$ cat src/hdl/qte_pkg.sv
package qte_pkg;

  // Field widths of the request and result channels.
  localparam int COMP_BITS     = 16;
  localparam int OUT_W         = 16;

  // Internal arithmetic widths: products at 30 fractional bits, terms with
  // room for the doubling, CORDIC datapath with room for the gain.
  localparam int PROD_W        = 32;
  localparam int TERM_W        = 35;
  localparam int T3_W          = 32;
  localparam int CORD_W        = 36;
  localparam int ANG_W         = 32;
  localparam int RAD_W         = 61;
  localparam int ROOT_W        = 31;
  localparam int REM_W         = 62;
  localparam int CORDIC_STAGES = 16;
  localparam int ROOT_STAGES   = ROOT_W;

  // Pipeline stage positions.
  localparam int ST_PROD  = 0;
  localparam int ST_TERM  = 1;
  localparam int ST_SQ    = 2;
  localparam int ST_RAD   = 3;
  localparam int ST_ROOT0 = 4;
  localparam int ST_CORD0 = ST_ROOT0 + ROOT_STAGES;
  localparam int ST_OUT   = ST_CORD0 + CORDIC_STAGES + 1;
  localparam int NUM_ST   = ST_OUT + 1;

  localparam logic signed [TERM_W-1:0] ONE_Q30     = TERM_W'(64'sd1 <<< 30);
  localparam logic [RAD_W-1:0]         ONE_Q60     = RAD_W'(64'd1 << 60);
  localparam logic [ANG_W-1:0]         ANG_QUARTER = 32'h4000_0000;
  localparam logic [ANG_W-1:0]         ANG_HALF_LSB = 32'h0000_8000;

  typedef logic signed [COMP_BITS-1:0] comp_t;
  typedef logic signed [TERM_W-1:0]    term_t;
  typedef logic signed [CORD_W-1:0]    cord_t;

  typedef struct packed {
    term_t                  t1;
    term_t                  t2;
    term_t                  t4;
    term_t                  t5;
    logic signed [T3_W-1:0] t3;
    logic                   clamped;
  } terms_t;

  // Arctangent of 2^-k in binary angle units, 2^31 equals pi.
  function automatic logic [ANG_W-1:0] atan_entry(input int k);
    logic [ANG_W-1:0] tab [32];
    tab = '{
      32'h20000000, 32'h12E4051E, 32'h09FB385B, 32'h051111D4, 32'h028B0D43,
      32'h0145D7E1, 32'h00A2F61E, 32'h00517C55, 32'h0028BE53, 32'h00145F2F,
      32'h000A2F98, 32'h000517CC, 32'h00028BE6, 32'h000145F3, 32'h0000A2FA,
      32'h0000517D, 32'h000028BE, 32'h0000145F, 32'h00000A30, 32'h00000518,
      32'h0000028C, 32'h00000146, 32'h000000A3, 32'h00000051, 32'h00000029,
      32'h00000014, 32'h0000000A, 32'h00000005, 32'h00000003, 32'h00000001,
      32'h00000001, 32'h00000000
    };
    return tab[k[4:0]];
  endfunction

endpackage

$ cat src/hdl/qte_cordic.sv
module qte_cordic import qte_pkg::*; (
  input  logic                     clk_i,
  input  logic [CORDIC_STAGES:0]   en_i,
  input  cord_t                    y_i,
  input  cord_t                    x_i,
  output logic [ANG_W-1:0]         ang_o
);

  cord_t            x_q    [CORDIC_STAGES+1];
  cord_t            y_q    [CORDIC_STAGES+1];
  logic [ANG_W-1:0] ang_q  [CORDIC_STAGES+1];
  logic             zero_q [CORDIC_STAGES+1];

  // Pre-rotation by a quarter turn brings the vector into the right half plane.
  always_ff @(posedge clk_i) begin
    if (en_i[0]) begin
      zero_q[0] <= (x_i == '0) && (y_i == '0);
      if (x_i[CORD_W-1]) begin
        if (!y_i[CORD_W-1]) begin
          x_q[0]   <= y_i;
          y_q[0]   <= -x_i;
          ang_q[0] <= ANG_QUARTER;
        end else begin
          x_q[0]   <= -y_i;
          y_q[0]   <= x_i;
          ang_q[0] <= -ANG_QUARTER;
        end
      end else begin
        x_q[0]   <= x_i;
        y_q[0]   <= y_i;
        ang_q[0] <= '0;
      end
    end
  end

  // Vectoring micro-rotations, one per stage, driving y towards zero.
  for (genvar i = 0; i < CORDIC_STAGES; i++) begin : g_rot
    cord_t dx;
    cord_t dy;
    assign dx = y_q[i] >>> i;
    assign dy = x_q[i] >>> i;

    always_ff @(posedge clk_i) begin
      if (en_i[i+1]) begin
        zero_q[i+1] <= zero_q[i];
        if (!y_q[i][CORD_W-1]) begin
          x_q[i+1]   <= x_q[i] + dx;
          y_q[i+1]   <= y_q[i] - dy;
          ang_q[i+1] <= ang_q[i] + atan_entry(i);
        end else begin
          x_q[i+1]   <= x_q[i] - dx;
          y_q[i+1]   <= y_q[i] + dy;
          ang_q[i+1] <= ang_q[i] - atan_entry(i);
        end
      end
    end
  end

  // A null vector has angle zero by definition.
  assign ang_o = zero_q[CORDIC_STAGES] ? '0 : ang_q[CORDIC_STAGES];

endmodule

$ cat config.mk
export PLATFORM = sky130hd
export DESIGN_NAME = qte_cordic
export DESIGN_NICKNAME = d
export VERILOG_FILES = /design/src/hdl/qte_pkg.sv /design/src/hdl/qte_cordic.sv
export SDC_FILE = /design/constraint.sdc
export NUM_CORES = 2
export LEC_CHECK = 0
export BUFFER_PORTS_ARGS = -buffer_cell sky130_fd_sc_hd__buf_2
export CORE_ASPECT_RATIO = 1.2
export CORE_MARGIN = 3
export CORE_UTILIZATION = 50
export CTS_CLUSTER_SIZE = 40
export DETAILED_ROUTE_END_ITERATION = 6
export PLACE_DENSITY = 0.65
export SLEW_MARGIN = 25
export SYNTH_ARGS = -nofsm -noshare
export SYNTH_HDL_FRONTEND = slang
export SYNTH_SLANG_ARGS = --single-unit
$ cat constraint.sdc
create_clock -name clk_i -period 16 [get_ports clk_i]
set_clock_uncertainty 0.15 [all_clocks]
set_input_delay 3.2 -clock clk_i [delete_from_list [all_inputs] [get_ports clk_i]]
set_output_delay 3.2 -clock clk_i [all_outputs]
set_load 0.01 [all_outputs]
==> flow_summary.toml <==
[run_status]
status = "finished, final reports clean"

[grt]
antenna_found_initial = 3
grt_overflow_total = 0
grt_usage = 0.241
grt_pass1_wl_um = 536000
grt_pass1_vias = 99600
grt_max_degree = 102

[clock_network]
cts-resized-gates = 0
cts_setup_buffers = 0
clkLatencyLatePin_ps = 860
clk_path_buf_depth = 4
cts_sinks = 1524
cts_tree = "yes"
cts_buffers = 181
root_buffer = "clkbuf_16"
clk_pin_slew_ps = 60
htree_levels = 4
cts_hold_buf = 0

[synthesis]
yosysMostFrequentCell = "edfxtp_1"
synth_top_area_cell = "edfxtp_1"
yosysUniqueCellTypes = 94
postSynthCellCount = 14100
postSynthNetCount = 15800
synth_edf_count = 1524
syn_area_um2 = 133000
ys_seq_area_frac = 0.345
synth_top_area_frac = 0.345
synth_warnings = 0
syn_area_per_cell_um2 = 9.38
synth_seq_cells = 1524
synth.top_cells.by_count = "edfxtp_1, a21oi_1, ha_1, xnor2_1, nor2_1"
synthArstFlopShare = 0
synth_ff_type = "edfxtp_1"
synthTopCellsByArea = "edfxtp_1, ha_1, xnor2_1"

[routing]
vias = 105000
wirelength_um = 340000
wl_per_cell_um = 19.0
dr.pass1.iters = 6
ant_nets = 0
dr.first_iter.drc_count = 7475
vias_per_cell = 5.88
drc = 0

[place]
routabilityCongestion = 0.952
hpwl_um = 274000
placed_cell_area_um2 = 137000
portBuffers = 120

[setup_path]
required_ps = 16430
start_kind = "input pin"
crit_fanout = 45
worstSetupPathType = "input pin to flop"
cp.arrival_ps = 9010
end_kind = "flop"

[layout]
nNetsFinal = 15800
area_growth_pct = 7.57
drive_above_1_share = 0.0416
final_area_um2 = 143000

[sta]
rsz0062_at_grt = "no"
slew_headroom = 0.316
period_share = 0.537
tightest_slew_ps = 1010
maxSlewViolCount = 0
clock.fmax_mhz = 116
setup_viol = 0
period_minus_slack_ps = 8590
finalSetupTns_ps = 0
hold_viol_final = 0

[floorplan]
core-area_um2 = 263000
die_w_um = 476
ioPinCount = 122
initial_utilization = 0.504
die_y_um = 570
fp-row-count = 206
die-area_um2 = 272000

[hold_path]
hp-class = "flop to flop"

[job]
max_cap_violations = 0
## registers in the layout (all words and copies together) (netlist names)
name,flops
zero_q,17
ang_q,441
x_q,525
y_q,541
## critical path, stage by stage
cell and delay (ps):
buf_4 280, nand2_1 120, buf_4 450, clkinv_1 860
buf_4 550, a21oi_1 220, xor2_1 170, ha_1 300
and3_1 190, o2bb2ai_1 160, o41ai_1 530, nor2_1 140
o21ai_0 300, a31oi_1 190, o21ai_0 590, a21oi_1 200
a21o_1 230, a21oi_1 170, xnor2_1 80
## per-layer routing
| metal | global-route usage | up-vias | share of wire |
|---|---|---|---|
| met5 | 0 | - | 0 |
| met4 | 0.0960 | 0 | 0.043 |
| met3 | 0.0224 | 636 | 0.040 |
| met2 | 0.440 | 2346 | 0.50 |
| met1 | 0.290 | 49500 | 0.41 |
| li1 | - | 52600 | - |
## cells in the final DEF (no fill, tap or decap), types with 36 or more instances in the layout
cell	Yosys	routed
clkinv_1	11	36
nand2_1	888	885
a211oi_1	97	97
clkbuf_16	0	182
o31ai_1	180	180
nor3_1	305	305
o41ai_1	82	82
a21oi_1	1489	1489
fa_1	40	40
or4_1	58	58
mux2i_1	46	46
o21bai_1	175	175
buf_2	6	105
nor2b_1	237	237
a31o_2	45	45
nor2_1	1106	1106
nand4_1	115	115
xnor2_1	1277	1277
a21boi_0	52	52
a31oi_1	124	124
inv_1	559	556
nor4_1	100	99
nand2b_1	272	271
and2_1	64	64
or3_1	104	104
buf_4	1	70
o21a_1	214	214
o21ai_0	820	820
ha_1	1488	1488
o211ai_1	66	66
nand3_1	245	245
a21o_1	634	634
edfxtp_1	1524	1524
or2_2	45	45
xor2_1	743	743
and3_1	115	115
## cells by family after synthesis
| logic type | count (synthesis) | synth area share |
|---|---|---|
| buf+inv | 850 | 0.0241 |
| fa+ha+maj | 1528 | 0.146 |
| mux | 54 | 0.00415 |
| simple gates | 3777 | 0.138 |
| flops | 1524 | 0.345 |
| compound gates | 4389 | 0.209 |
| xor+xnor | 2021 | 0.133 |
| other cells | 1 | 0.0000283 |
## final cells by class
type / count / area [um2]
fill: 24100 / 121000
multi-input combinational: 11800 / 83800
sequential: 1524 / 45800
clock buffer: 207 / 4650
tap: 3536 / 4420
inverter: 572 / 2150
timing repair buffer: 175 / 1050
clock inverter: 93 / 950
antenna: 3 / 7.51
## metrics by stage
| step | worst slack (ps) | utilization | hold WS, ps | instances |
|---|---|---|---|---|
| 2_1_floorplan | 8570 | - | 250 | 14100 |
| 3_3_place_gp | 6570 | 0.521 | 252 | 17600 |
| 3_5_place_dp | 6580 | 0.521 | 255 | 17600 |
| 4_1_cts | 7450 | 0.542 | 268 | 17900 |
| 5_1_grt | 7050 | 0.542 | 276 | 17900 |
| 6_report | 7410 | 0.542 | 266 | 17900 |
## final timing paths
path,start,depth (start not counted),to,slack (ps)
max,en_i[9],19,y_q[9][32],7410
min,zero_q[7],0,zero_q[8],270
max reg2reg,y_q[8][35],18,y_q[9][32],9400
min reg2reg,zero_q[7],0,zero_q[8],270
Power is not shown: default switching activity piles up to over one toggle a cycle in this logic, so the estimate is an artifact.
